**config.mk**
```make
export PLATFORM = sky130hd
export DESIGN_NAME = fco_norm
export DESIGN_NICKNAME = d
export VERILOG_FILES = /design/src/sv/fco_pkg.sv /design/src/sv/fco_norm.sv
export SDC_FILE = /design/constraint.sdc
export NUM_CORES = 1
export LEC_CHECK = 0
export BUFFER_PORTS_ARGS = -buffer_cell sky130_fd_sc_hd__clkbuf_2
export CAP_MARGIN = 20
export CORE_MARGIN = 4
export CORE_UTILIZATION = 56
export CTS_CLUSTER_DIAMETER = 200
export DETAILED_ROUTE_END_ITERATION = 7
export PLACE_DENSITY_LB_ADDON = 0.25
export SYNTH_ARGS = -nofsm -noshare
export SYNTH_HDL_FRONTEND = slang
export SYNTH_SLANG_ARGS = --single-unit
export TNS_END_PERCENT = 10
```
**constraint.sdc**
```tcl
create_clock -name clk_i -period 10 [get_ports clk_i]
set_clock_uncertainty 0.05 [all_clocks]
set_input_delay 0.5 -clock clk_i [delete_from_list [all_inputs] [get_ports clk_i]]
set_output_delay 0.5 -clock clk_i [all_outputs]
set_load 0.01 [all_outputs]
```
**src/sv/fco_pkg.sv**
```systemverilog
// shared types, constants and tables for the fly camera orientation block
`default_nettype none
package fco_pkg;

  // item kinds
  localparam logic [1:0] KIND_KEY    = 2'd0;
  localparam logic [1:0] KIND_CURSOR = 2'd1;
  localparam logic [1:0] KIND_WHEEL  = 2'd2;
  localparam logic [1:0] KIND_MOVE   = 2'd3;

  // key directions
  localparam logic [2:0] KEY_FWD     = 3'd0;
  localparam logic [2:0] KEY_BACK    = 3'd1;
  localparam logic [2:0] KEY_LEFT    = 3'd2;
  localparam logic [2:0] KEY_RIGHT   = 3'd3;
  localparam logic [2:0] KEY_RELEASE = 3'd4;

  // configuration register indices
  localparam logic [2:0] CFG_SENS    = 3'd0;
  localparam logic [2:0] CFG_SPEED   = 3'd1;
  localparam logic [2:0] CFG_START_X = 3'd2;
  localparam logic [2:0] CFG_START_Y = 3'd3;
  localparam logic [2:0] CFG_START_Z = 3'd4;

  // fixed-point constants
  localparam logic signed [33:0] DEG90     = 34'sd5898240;
  localparam logic signed [33:0] DEG180    = 34'sd11796480;
  localparam logic signed [33:0] DEG360    = 34'sd23592960;
  localparam logic signed [33:0] PITCH_LIM = 34'sd5832704;
  localparam logic signed [31:0] YAW_RESET = -32'sd5898240;
  localparam logic [9:0]         ZOOM_MAX  = 10'd720;
  localparam logic signed [15:0] UNIT_Q14  = 16'sd16384;
  localparam logic signed [33:0] CORDIC_GAIN = 34'sd652032874;
  localparam int unsigned        CORDIC_STEPS = 18;
  localparam logic [15:0]        SENS_RESET  = 16'd6554;
  localparam logic [15:0]        SPEED_RESET = 16'd640;

  typedef logic signed [23:0] vec24_t;

  typedef struct packed {
    logic [1:0]         kind;
    logic [2:0]         key_dir;
    logic [15:0]        delta_time;
    logic signed [15:0] x_offset;
    logic signed [15:0] y_offset;
  } in_t;

  typedef struct packed {
    logic signed [31:0] pos_x;
    logic signed [31:0] pos_y;
    logic signed [31:0] pos_z;
    logic signed [15:0] front_x;
    logic signed [15:0] front_y;
    logic signed [15:0] front_z;
    logic signed [15:0] up_x;
    logic signed [15:0] up_y;
    logic signed [15:0] up_z;
    logic [9:0]         zoom;
  } out_t;

  // atan(2^-i) in degrees, Q16.16
  function automatic logic [21:0] atan_deg(input logic [4:0] i);
    logic [21:0] r;
    case (i)
      5'd0:  r = 22'd2949120;
      5'd1:  r = 22'd1740967;
      5'd2:  r = 22'd919879;
      5'd3:  r = 22'd466945;
      5'd4:  r = 22'd234379;
      5'd5:  r = 22'd117304;
      5'd6:  r = 22'd58666;
      5'd7:  r = 22'd29335;
      5'd8:  r = 22'd14668;
      5'd9:  r = 22'd7334;
      5'd10: r = 22'd3667;
      5'd11: r = 22'd1833;
      5'd12: r = 22'd917;
      5'd13: r = 22'd458;
      5'd14: r = 22'd229;
      5'd15: r = 22'd115;
      5'd16: r = 22'd57;
      5'd17: r = 22'd29;
      default: r = 22'd0;
    endcase
    return r;
  endfunction

endpackage
`default_nettype wire

```
**src/sv/fco_norm.sv**
```systemverilog
// vector normaliser: bit-serial square root then bit-serial divide per component
`default_nettype none
module fco_norm (
  input  wire logic            clk_i,
  input  wire logic            rst_ni,
  input  wire logic            start_i,
  input  wire fco_pkg::vec24_t vec_i [3],
  input  wire logic [47:0]     sum_i,
  output logic                 done_o,
  output logic signed [15:0]   res_o [3]
);
  import fco_pkg::*;

  typedef enum logic [1:0] {N_IDLE, N_SQRT, N_LOAD, N_DIV} nstate_e;

  nstate_e     state_q;
  logic [4:0]  cnt_q;
  logic [1:0]  comp_q;
  logic        done_q;
  vec24_t      vec_q [3];
  logic [47:0] v_q, res_q, bit_q;
  logic [23:0] n_q;
  logic [25:0] r_q;
  logic [14:0] low_q;
  logic [14:0] quo_q;
  logic signed [15:0] out_q [3];

  logic [47:0] trial;
  logic [23:0] mag;
  logic [38:0] num;
  logic [25:0] r2;
  logic [14:0] quo_n;
  logic [15:0] qc;

  assign trial = res_q + bit_q;
  assign mag   = vec_q[comp_q][23] ? 24'(-vec_q[comp_q]) : 24'(vec_q[comp_q]);
  // rounding term from the settled root, which holds through all three components
  assign num   = {1'b0, mag, 14'd0} + 39'(res_q[23:1]);
  assign r2    = {r_q[24:0], low_q[14]};
  assign quo_n = {quo_q[13:0], (r2 >= 26'(n_q))};
  assign qc    = ({1'b0, quo_n} > 16'(UNIT_Q14)) ? 16'(UNIT_Q14) : {1'b0, quo_n};

  always_ff @(posedge clk_i or negedge rst_ni) begin
    if (!rst_ni) begin
      state_q <= N_IDLE;
      cnt_q   <= '0;
      comp_q  <= '0;
      done_q  <= 1'b0;
    end else begin
      done_q <= 1'b0;
      case (state_q)
        N_IDLE: begin
          if (start_i) begin
            vec_q   <= vec_i;
            v_q     <= sum_i;
            res_q   <= '0;
            bit_q   <= 48'd1 << 46;
            cnt_q   <= '0;
            state_q <= N_SQRT;
          end
        end
        // one result bit per cycle
        N_SQRT: begin
          if (v_q >= trial) begin
            v_q   <= v_q - trial;
            res_q <= (res_q >> 1) + bit_q;
          end else begin
            res_q <= res_q >> 1;
          end
          bit_q <= bit_q >> 2;
          cnt_q <= cnt_q + 5'd1;
          if (cnt_q == 5'd23) begin
            comp_q  <= '0;
            state_q <= N_LOAD;
          end
        end
        N_LOAD: begin
          n_q <= res_q[23:0];
          if (res_q[23:0] == '0) begin
            // zero-length vector
            out_q[comp_q] <= '0;
            if (comp_q == 2'd2) begin
              done_q  <= 1'b1;
              state_q <= N_IDLE;
            end
            comp_q <= comp_q + 2'd1;
          end else begin
            r_q     <= 26'(num[38:15]);
            low_q   <= num[14:0];
            quo_q   <= '0;
            cnt_q   <= '0;
            state_q <= N_DIV;
          end
        end
        // restoring divide, one quotient bit per cycle
        N_DIV: begin
          r_q   <= (r2 >= 26'(n_q)) ? r2 - 26'(n_q) : r2;
          quo_q <= quo_n;
          low_q <= {low_q[13:0], 1'b0};
          cnt_q <= cnt_q + 5'd1;
          if (cnt_q == 5'd14) begin
            out_q[comp_q] <= vec_q[comp_q][23] ? -$signed(qc) : $signed(qc);
            if (comp_q == 2'd2) begin
              done_q  <= 1'b1;
              state_q <= N_IDLE;
            end else begin
              state_q <= N_LOAD;
            end
            comp_q <= comp_q + 2'd1;
          end
        end
        default: state_q <= N_IDLE;
      endcase
    end
  end

  assign done_o = done_q;
  assign res_o  = out_q;

endmodule
`default_nettype wire

```
After elaboration in Yosys (flattened, before gate mapping)
Cells that the tools add are included.
W data, S select, Z words.
- multiplexer cells: 45
- equality and inequality tests: 13
- magnitude comparators: 5
- $add $sub $neg: 9
- bitwise operators: 3
- reduce and logical (&&, ||, !) cells: 16
- operators with widths (kind ; number):
    $pmux W48 S2 ; 4
    $mux W48 ; 7
    $mux W24 ; 3
    $mux W25 ; 2
    $pmux W25 S2 ; 1
    $add A47 B48 Y48 ; 1
    $add A48 B48 Y48 ; 1
    $and A48 B48 Y48 ; 1
    $bmux W24 S2 ; 1
    $bwmux W48 ; 1
    $ge A48 B48 Y1 ; 1
    $not A48 Y48 ; 1
    $sub A48 B48 Y48 ; 1
    $add A38 B23 Y39 ; 1
    $demux W16 S2 ; 1
    $mux W16 ; 2
    $mux W15 ; 2
    $pmux W15 S2 ; 1
    $pmux W14 S2 ; 1
    $ge A26 B24 Y1 ; 1
    $sub A25 B24 Y25 ; 1
    $logic_not A24 Y1 ; 1
    $neg A24 Y24 ; 1
    $mux W2 ; 9
    other kinds (28) ; 45
- output and inout port bits: 49
- flip-flop bits (word level): 352
- word-level logic and storage cells: 108

Logic depth before layout (Yosys ltp)
Gate-level depths: netlist of the first run.
- word-level depth: 9
- gate-level depth with buffers: 24
- gate-level depth less buffers: 23

Least setup slack after synthesis of the first run
OpenSTA, ideal clock, no wires.
- path kind: reg-to-reg
- start: register state_q[1]
- end: register v_q[0] (enable)
- data required time: 9.423 ns
- stages on the path, launching flop included: 4
- arrival: 9.729 ns
- clock period less this slack: 10.306 ns
- path slack: -0.306 ns
- buffers on the path: 1
- cell sequence: dfrtp_1 > clkbuf_1 > nor3b_1 > a21boi_0
- longest elaborated chain between the ends: 3
- elaborated cells between the ends (all ways): 6
- those cells by class: eq/ne: 3; reduce/logical: 3
- ends and longest elaborated chain (what ; RTL line ; text):
    start: declaration ; fco_norm.sv:16 ; nstate_e state_q;
    start signal: assignment ; fco_norm.sv:45 ; state_q <= N_IDLE;
    start signal: assignment ; fco_norm.sv:59 ; state_q <= N_SQRT;
    start signal: assignment ; fco_norm.sv:74 ; state_q <= N_LOAD;
    $eq A2 B1 Y1 or $logic_not A2 Y1 (tied branches) ; fco_norm.sv:51 ; case (state_q)
    $ne A2 B2 Y1 (no line) or $reduce_bool A2 Y1 (tied branches) ; n/a ;
    $reduce_and A4 Y1 (no line) * ; n/a ;
    end signal: assignment ; fco_norm.sv:55 ; v_q <= sum_i;
    end signal: assignment ; fco_norm.sv:65 ; v_q <= v_q - trial;
    end: declaration ; fco_norm.sv:21 ; logic [47:0] v_q, res_q, bit_q;
Every way passes the cells marked *; elsewhere a longest branch is shown, timed or not.
A chain may end at the register's enable or synchronous reset.

Final worst setup path of the first run
- start: register res_q[2]
- end: register v_q[31] (enable)
- longest elaborated chain between the ends: 4
- ends and longest elaborated chain (what ; RTL line ; text):
    start: declaration ; fco_norm.sv:21 ;
    start signal: assignment ; fco_norm.sv:66 ; res_q <= (res_q >> 1) + bit_q;
    start signal: assignment ; fco_norm.sv:68 ; res_q <= res_q >> 1;
    $add A48 B48 Y48 ; fco_norm.sv:35 ; assign trial = res_q + bit_q;
    $ge A48 B48 Y1 ; fco_norm.sv:64 ; if (v_q >= trial) begin
    $ne A2 B2 Y1 (no line) ; n/a ;
    $reduce_and A4 Y1 (no line) ; n/a ;
No other way between the ends.

==> results.toml, run 1 <==
[worst_hold_path]
min_path_cells = 1
hold_class = "primary input to flip-flop"

[floorplanning]
dieArea_um2 = 42500
die_y_um = 206
die_w_um = 206
coreArea_um2 = 38700
placementRows = 72
io_pins = 172
initial_core_util_pct = 56.8

[worst_setup_path]
r2r_cells = 19
crit_top_cell = "a31oi_1"
r2r_slack_ns = 3.61
timing.critical_path.cells = "ha_1, a31oi_1, nand2_1, a31oi_1, o211ai_1, a31oi_1, o21ai_0, a31oi_1, xor2_1, ha_1, and3_1, nand2_1, nor3_1, o21ai_0, o2111ai_1, a21oi_1, buf_4, a21boi_4, buf_4"
start_kind = "flip-flop"
cp-end-kind = "flip-flop"
worstPathArrival_ns = 6.54
crit_buf_inv = 2
worstSetupPathType = "flip-flop to flip-flop"
max_stage_delay_ns = 0.61
cp_top_family = "compound AO/OA/AOI/OAI gates"
cp_max_fo = 28
required_ns = 10.15
critPathSlowestCell = "a21boi_4"
cp_num_cells = 19

[pwr]
combPwrFrac_pct = 53.0
power.leakage_nw = 9.67
power_density_nw_per_um2 = 304
switching_share_pct = 43.7
vdd_drop_max_v = 0.000153
cell_internal_pwr_mw = 4.20
seqPwrFrac_pct = 28.8
pwr-share-clk_pct = 18.3
power_switching_mw = 3.26

[timing]
finalHoldViolations = 0
fin_crit_sh_pct = 63.9
slew_headroom_pct = 30.5
rsz0062_at_grt = "no"
min_period_ns = 6.39
setup_viol_count_final = 0
worst_pin_slew_ns = 1.04
drv_slew = 0
max_freq_ghz = 0.157
setup_tns_ns = 0

[routing]
ant_nets = 0
route.met3.wl_um = 3030
post_drt_via_cell_ratio = 6.06
drt-met1-wl_um = 23400
wl_um = 54900
top_layer = "met4"
met2WireLength_um = 27200
drt-initial-drc-count = 1429
routedWlPerCell_um = 18.5
drc = 0
num_vias = 18000
first_pass_iters = 5

[cts]
htree_levels = 2
cts-buffers-inserted = 39
cts.repair.resized = 0
insertion_delay_ns = 0.56
cts_sinks = 328
cts_setup_buffers = 0
clk_path_buf_depth = 3
path_clk_slew_ns = 0.06
cts_root_buffer = "clkbuf_16"
cts_tree = "done"

[synthesis]
ys_warn_count = 0
synth_fp_nets = 2556
syn_area_um2 = 22000
synth.area.top_cells = "edfxtp_1 (43%), ha_1 (7.8%), nand2_1 (5.4%)"
ys_ff_latch = 328
avgSynthCellArea_um2 = 9.60
synth_edf_count = 318
async_flop_share_pct = 3.05
yosysTopAreaCell = "edfxtp_1"
ys_seq_area_share_pct = 44.5
synth_top_area_share_pct = 43.4
synthFlopType = "edfxtp_1"
yosysUniqueCellTypes = 83
netlist_instances = 2292

[final_layout]
drive_gt1_share_pct = 11.7
syn_to_final_growth_pct = 11.6
final_util_pct = 63.4
antenna_cells = 0
nNetsFinal = 2687

[grt]
grt_pass1_wl_um = 87800
grt_max_degree = 93
track_usage_pct = 25.3
overflow = 0
antenna_found_initial = 0
grt_pass1_vias = 17200

[run]
maxCapViolations = 0

[placed_design]
dp_hpwl_um = 39800
port_buffers = 171
finalWeightedCongestion = 0.958

[run_status]
status = "complete, no violations"
[per-layer routing]
metal | global-route usage (%) | vias to the layer above
met5 | 0 | -
li1 | - | 8769
met2 | 44.1 | 603
met1 | 33.4 | 8520
met3 | 3.33 | 99
met4 | 6.75 | 0
[Yosys cell counts (11+ instances only)]
| master | number |
|---|---|
| and2_1 | 35 |
| o2bb2ai_1 | 16 |
| a21o_1 | 66 |
| a211oi_1 | 36 |
| or3_1 | 14 |
| xnor2_1 | 91 |
| nor2b_1 | 19 |
| o211ai_1 | 15 |
| and3_1 | 25 |
| nand3_1 | 36 |
| nand2b_1 | 25 |
| a21oi_1 | 149 |
| inv_1 | 58 |
| o21ai_0 | 175 |
| nor2_1 | 184 |
| nand4_1 | 28 |
| mux2i_1 | 25 |
| nand2_1 | 319 |
| nor3_1 | 41 |
| clkbuf_1 | 91 |
| a31oi_1 | 57 |
| a31o_2 | 12 |
| nor4_1 | 16 |
| ha_1 | 138 |
| o21a_1 | 11 |
| xor2_1 | 100 |
| o21bai_1 | 25 |
| o31ai_1 | 16 |
| edfxtp_1 | 318 |
[worst reg2reg max path, cell delays in order (launching register included)]
cell,delay (ns)
edfxtp_1,0.53
ha_1,0.38
a31oi_1,0.32
nand2_1,0.14
a31oi_1,0.37
o211ai_1,0.21
a31oi_1,0.43
o21ai_0,0.25
a31oi_1,0.25
xor2_1,0.10
ha_1,0.40
and3_1,0.29
nand2_1,0.12
nor3_1,0.25
o21ai_0,0.16
o2111ai_1,0.30
a21oi_1,0.14
buf_4,0.24
a21boi_4,0.63
buf_4,0.48
[cell families (layout without fill, tap and decap cells)]
group	count (synthesis)	count (layout)	synth area share (%)
simple gates	775	775	16.2
compound gates	664	664	19.2
flops	328	328	44.5
xor+xnor	191	191	7.60
buf+inv	162	323	2.87
fa+ha+maj	141	141	8.12
mux	31	31	1.46
[layout make-up]
type / count / area (um^2)
Clock buffer: 46 / 1020
Clock inverter: 25 / 186
Fill cell: 3197 / 14200
Inverter: 58 / 220
Multi-Input combinational cell: 1802 / 11600
Sequential cell: 328 / 9800
Tap cell: 518 / 648
Timing Repair Buffer: 194 / 1030
[cells in the final DEF (no fill, tap or decap), types with 25 or more instances in the layout]
cell type | netlist | routed
o21ai_0 | 175 | 175
xor2_1 | 100 | 100
a21oi_1 | 149 | 147
a31oi_1 | 57 | 57
and3_1 | 25 | 25
a21o_1 | 66 | 66
nand2b_1 | 25 | 25
xnor2_1 | 91 | 91
clkbuf_2 | 0 | 171
nor3_1 | 41 | 41
and2_1 | 35 | 35
nand2_1 | 319 | 318
edfxtp_1 | 318 | 318
mux2i_1 | 25 | 25
nand4_1 | 28 | 28
nand3_1 | 36 | 36
ha_1 | 138 | 138
clkbuf_16 | 0 | 40
inv_1 | 58 | 57
a211oi_1 | 36 | 36
nor2_1 | 184 | 181
o21bai_1 | 25 | 25
[power by group through the flow]
stage               Clock, mW  Combinational (mW)  Sequential [mW]
detailed placement          0                3.90             2.17
floorplan                   0                2.97             2.11
finish                   1.36                3.95             2.14
global route             1.44                4.37             2.17
global placement            0                3.82             2.16
CTS                      1.39                3.93             2.14
[state kept, by name, summed over array words and instances, names as in the netlist, 14 cells and up]
register	cells
vec_q	72
bit_q	24
res_o	48
res_q	48
v_q	48
quo_q	14
n_q	24
low_q	15
r_q	25
[final timing paths]
check | from | to
worst max-delay path | res_q[2] | v_q[31]
worst min-delay path | vec_i[15] | vec_q[15]
worst max register to register | res_q[2] | v_q[31]
worst min register to register | res_q[0] | n_q[0]
max in group asynchronous | rst_ni | cnt_q[0]
min in group asynchronous | rst_ni | done_o
[per-stage QoR]
step | total power [mW] | instances | hold WS (ns) | instance area (um^2) | setup WS (ns)
global route | 7.99 | 2971 | 0.0370 | 24600 | 3.08
detailed placement | 6.06 | 2899 | 0.364 | 23300 | 3.74
floorplan | 5.08 | 2292 | 0.154 | 22000 | 1.73
CTS | 7.45 | 2971 | 0.0312 | 24600 | 3.70
global placement | 5.97 | 2899 | 0.365 | 23300 | 3.91
finish | 7.45 | 2971 | 0.0617 | 24600 | 3.61
[timing repair]
action,CTS,global route
setup endpoints to repair,0,0
endpoints found under the hold margin,10,0
hold buffers,1,0
Power figures use the tool's default switching activity.
==> run 2: changes to the inputs <==
clock period = 5.6 ns   (was 10 ns; I/O delays follow)
==> results.toml, run 2 (synthesis gave the netlist of run 1 again) <==
[run_status]
status = "complete, no violations"

[final_layout]
drive_gt1_share_pct = 13.2
num-fill-cells = 2928
nNetsFinal = 2837
regMostFlops = "vec_q"
layout_common_cells = "edfxtp_1 (318), nand2_1 (317), nor2_1 (178), o21ai_0 (171), clkbuf_2 (171)"
largest_reg_flops = 72
finalNonFillerCells = 3123
final_common_cell = "edfxtp_1"
stdcell_area_um2 = 26200
syn_to_final_growth_pct = 18.9

[worst_hold_path]
hold_class = "primary input to asynchronous set/reset pin"

[placed_design]
placed_cells = 2931
finalWeightedCongestion = 0.937
placed_area_um2 = 23700
pre_cts_ws_ns = 0.246
port_buffers = 171
dp_hpwl_um = 40600

[grt]
grt_pass1_wl_um = 94400
track_usage_pct = 27.3
antenna_found_initial = 2
overflow = 0
grt_pass1_vias = 18400
grt_max_degree = 75

[cts]
cts_root_buffer = "clkbuf_16"
cts_tree = "done"
htree_levels = 2
insertion_delay_ns = 0.57
path_clk_slew_ns = 0.06
cts-buffers-inserted = 38
clk_path_buf_depth = 3
cts_sinks = 328
cts_setup_buffers = 0

[worst_setup_path]
r2r_cells = 22
worstSetupPathType = "flip-flop to flip-flop"
cp-end-kind = "flip-flop"
worstPathArrival_ns = 5.55
required_ns = 5.86
max_stage_delay_ns = 0.42
start_kind = "flip-flop"
timing.critical_path.cells = "ha_2, nand4_1, nor3_2, a31oi_2, o211ai_1, a31oi_2, o211a_1, o31ai_2, a21oi_1, xor2_1, ha_1, a21oi_4, nor2b_4, o21ai_0, nand2_1, nor2_1, o2111ai_1, a21oi_2, buf_6, or3_1, o21ai_1, a31o_2"
crit_top_cell = "a31oi_2"
cp_max_fo = 20
critPathSlowestCell = "edfxtp_1"

[floorplanning]
initial_core_util_pct = 56.8
dieArea_um2 = 42500
die_y_um = 206
io_pins = 172
placementRows = 72
die_w_um = 206
coreArea_um2 = 38700

[routing]
drc = 0
ant_nets = 0
drt-initial-drc-count = 1728
first_pass_iters = 5
routedWlPerCell_um = 19.1
num_vias = 19100
post_drt_via_cell_ratio = 6.12
wl_um = 59700

[timing]
timing.final.ws_setup_ns = 0.307
drv_slew = 0
fin_crit_sh_pct = 94.5
setup_viol_count_final = 0
max_freq_ghz = 0.189
slew_headroom_pct = 29.1
min_period_ns = 5.29
finalHoldViolations = 0
worst_pin_slew_ns = 1.06

[pwr]
finalPower_mw = 13.6
vdd_drop_max_v = 0.000321
power_density_nw_per_um2 = 520
power.leakage_nw = 10.3

[run]
maxCapViolations = 0
-- run 2: cell count changes in the layout (fill, tap and decap cells not counted), sizes merged --
cell         change
bufinv           +1
clkbuf           +1
dlygate4sd3    +119
buf             +32
clkinv           -5
inv              +1
diode            +3
-- run 2: repair_timing --
| item | in CTS | in global routing |
|---|---|---|
| hold buffers | 120 | 0 |
| endpoints found under the setup margin | 0 | 13 |
| endpoints found under the hold margin | 129 | 0 |
| gates resized for setup | 0 | 10 |
-- run 2: cell type report --
type	instances	area, um^2	share of cell area, %
multi-input cells	1802	11800	45.1
inverters	58	220	0.842
well taps	518	648	2.48
clock buffers	47	985	3.76
repair buffers	345	2490	9.52
diodes	3	7.51	0.0287
clock inverters	22	210	0.803
flip-flops and latches	328	9800	37.5
-- run 2: routing by layer --
layer	global-route usage (%)	part of all wire, %	vias to the layer above
met3	3.84	6.2	172
met4	11.1	4.4	0
met1	34.4	40	9101
met2	47.6	50	765
met5	0	0	-
li1	-	-	9062
-- run 2: path summary, 6_finish.rpt --
kind	start	endpoint	slack (ns)
min in group clk_i	sum_i[0]	v_q[0]	0.12
worst min-delay path	rst_ni	cnt_q[0]	0.11
max in group asynchronous	rst_ni	cnt_q[3]	5.13
worst max register to register	bit_q[12]	res_q[44]	0.31
worst min register to register	res_q[0]	n_q[0]	0.43
worst max-delay path	bit_q[12]	res_q[44]	0.31
-- run 2: critical path, delay by kind of cell (launching register included) --
kind | cells | cell delay (ns)
AOI/OAI and AO/OA | 12 | 2.50
xor gates and xnor gates | 1 | 0.16
adders and majority gates | 2 | 0.77
buffers and inverters | 1 | 0.23
DFF | 1 | 0.42
and+or+nand+nor | 6 | 0.91
-- run 2: per-stage QoR --
step / util (%) / setup TNS [ns] / hold WS (ns)
2_1_floorplan: - / -107.94 / -0.0656
3_3_place_gp: 61.2 / 0 / 0.143
3_5_place_dp: 61.2 / 0 / 0.148
4_1_cts: 67.4 / 0 / 0.0833
5_1_grt: 67.5 / -0.0220 / 0.0709
6_report: 67.5 / 0 / 0.111
-- run 2: report_power, final --
group | internal [mW] | leakage [nW] | switching [mW]
registers | 3.47 | 3.08 | 0.339
clock network | 1.40 | 0.574 | 1.05
logic | 2.78 | 6.68 | 4.56
total | 7.65 | 10.3 | 5.95
==> run 3: changes to the inputs <==
CORE_UTILIZATION = 62   (was 56)
clock period = 5.7 ns   (was 5.6 ns; I/O delays follow)
==> results.toml, run 3 (synthesis gave the netlist of run 1 again) <==
[timing]
worst_pin_slew_ns = 1.03
timing.final.ws_setup_ns = 0.344
rsz0062_at_grt = "no"
setup_tns_ns = 0
setup_viol_count_final = 0
min_period_ns = 5.36
fin_crit_sh_pct = 94.0
finalHoldViolations = 0
slew_headroom_pct = 31.4
drv_slew = 0
max_freq_ghz = 0.187

[grt]
grt_pass1_vias = 18700
overflow = 0
grt_pass1_wl_um = 97800
antenna_found_initial = 0
grt_max_degree = 73
track_usage_pct = 31.3

[routing]
drc = 0
num_vias = 19200
drt-initial-drc-count = 1815
wl_um = 62800
routedWlPerCell_um = 20.6
ant_nets = 0
first_pass_iters = 6
post_drt_via_cell_ratio = 6.31

[worst_setup_path]
cp-end-kind = "flip-flop"
r2r_slack_ns = 0.34
cp_max_fo = 38
reg2reg_to = "v_q[26]"
r2r_cells = 21
worstSetupPathType = "flip-flop to flip-flop"
start_kind = "flip-flop"
required_ns = 5.93
reg2reg_from = "res_q[6]"
worstPathArrival_ns = 5.59

[pwr]
vdd_drop_max_v = 0.000343
power_density_nw_per_um2 = 518
power.leakage_nw = 10.3
finalPower_mw = 13.5

[final_layout]
syn_to_final_growth_pct = 18.5
largest_reg_flops = 72
final_common_cell = "edfxtp_1"
num-fill-cells = 2337
layout_common_cells = "edfxtp_1 (318), nand2_1 (317), nor2_1 (179), o21ai_0 (171), clkbuf_2 (171)"
drive_gt1_share_pct = 13.2
regMostFlops = "vec_q"
nNetsFinal = 2833

[placed_design]
port_buffers = 171
pre_cts_ws_ns = 0.176
dp_hpwl_um = 41400
finalWeightedCongestion = 0.951

[worst_hold_path]
holdPathEnd = "v_q[43]"
hp-start = "sum_i[43]"
hold_class = "primary input to flip-flop"
min_path_cells = 3

[cts]
cts_root_buffer = "clkbuf_16"
cts_sinks = 328
htree_levels = 2
path_clk_slew_ns = 0.06
clk_path_buf_depth = 3
cts_tree = "done"
insertion_delay_ns = 0.56
cts-buffers-inserted = 36

[floorplanning]
die_y_um = 196
dieArea_um2 = 38600
initial_core_util_pct = 63.2
die_w_um = 196
placementRows = 68
io_pins = 172
coreArea_um2 = 34800

[run_status]
status = "complete, no violations"

[run]
maxCapViolations = 0
[run 3: cell types whose count changed in the layout (fill, tap and decap cells not counted), sizes merged]
cell / change
buf: +1
clkinv: -3
diode: -2
dlygate4sd3: -4
clkbuf: +1
inv: -2
bufinv: +1
[run 3: power breakdown]
part	internal (mW)	leakage (nW)	switching, mW
Clock	1.43	0.581	1.02
Combinational	2.74	6.69	4.57
Sequential	3.41	3.08	0.346
Total	7.58	10.3	5.93
[run 3: layout make-up]
cell class / instances / area, um^2 / area share [%]
Antenna cell: 1 / 2.50 / 0.00960
Clock inverter: 18 / 198 / 0.758
Multi-Input combinational cell: 1802 / 11800 / 45.2
Timing Repair Buffer: 343 / 2490 / 9.56
Sequential cell: 328 / 9800 / 37.6
Clock buffer: 47 / 1000 / 3.85
Inverter: 58 / 220 / 0.845
Tap cell: 455 / 569 / 2.18
[run 3: layer usage]
| metal | track usage, % | vias to the layer above | wire, um |
|---|---|---|---|
| li1 | - | 9060 | - |
| met1 | 37.9 | 9032 | 23600 |
| met2 | 54.3 | 941 | 31100 |
| met3 | 4.91 | 210 | 4470 |
| met4 | 16.4 | 0 | 3680 |
| met5 | 0 | - | 0 |
[run 3: per-stage QoR]
step	area (um^2)	std cells	utilization (%)	hold slack, ns
detailed placement	23600	2862	67.8	0.151
global placement	23600	2862	67.8	0.144
global route	26100	3051	74.9	0.0234
floorplan	22200	2292	-	-0.0606
CTS	26000	3043	74.6	0.000330
finish	26100	3052	74.9	0.0200
[run 3: what timing repair did]
| action | 4_1_cts | 5_1_grt |
|---|---|---|
| endpoints found under the hold margin | 125 | 0 |
| buffers inserted | 0 | 7 |
| hold buffers | 116 | 0 |
| setup endpoints to repair | 0 | 50 |
| resized for setup | 0 | 5 |
[run 3: worst max path at each step]
stage                   from  endpoint  slack (ns)
floorplan           res_q[2]    v_q[0]       -2.15
global placement    res_q[2]   v_q[43]        0.30
detailed placement  res_q[2]   v_q[43]        0.18
CTS                 res_q[2]   v_q[43]        0.14
global route        res_q[2]   v_q[45]       0.006
finish              res_q[6]   v_q[26]        0.34
[run 3: critical path: stages, from the launching register on]
cell and delay [ns]:
edfxtp_1 0.52, ha_1 0.39, a21oi_1 0.08, a21oi_1 0.23
a31oi_2 0.18, o211ai_1 0.33, a31oi_2 0.21, o211a_1 0.30
o31ai_2 0.34, a21oi_1 0.13, xor2_1 0.15, ha_1 0.36
a21oi_2 0.23, nor2b_4 0.06, o21ai_0 0.16, nand2_1 0.08
nor2_1 0.19, o2111ai_1 0.21, a21oi_1 0.29, buf_12 0.22
a21boi_4 0.12, buf_12 0.22
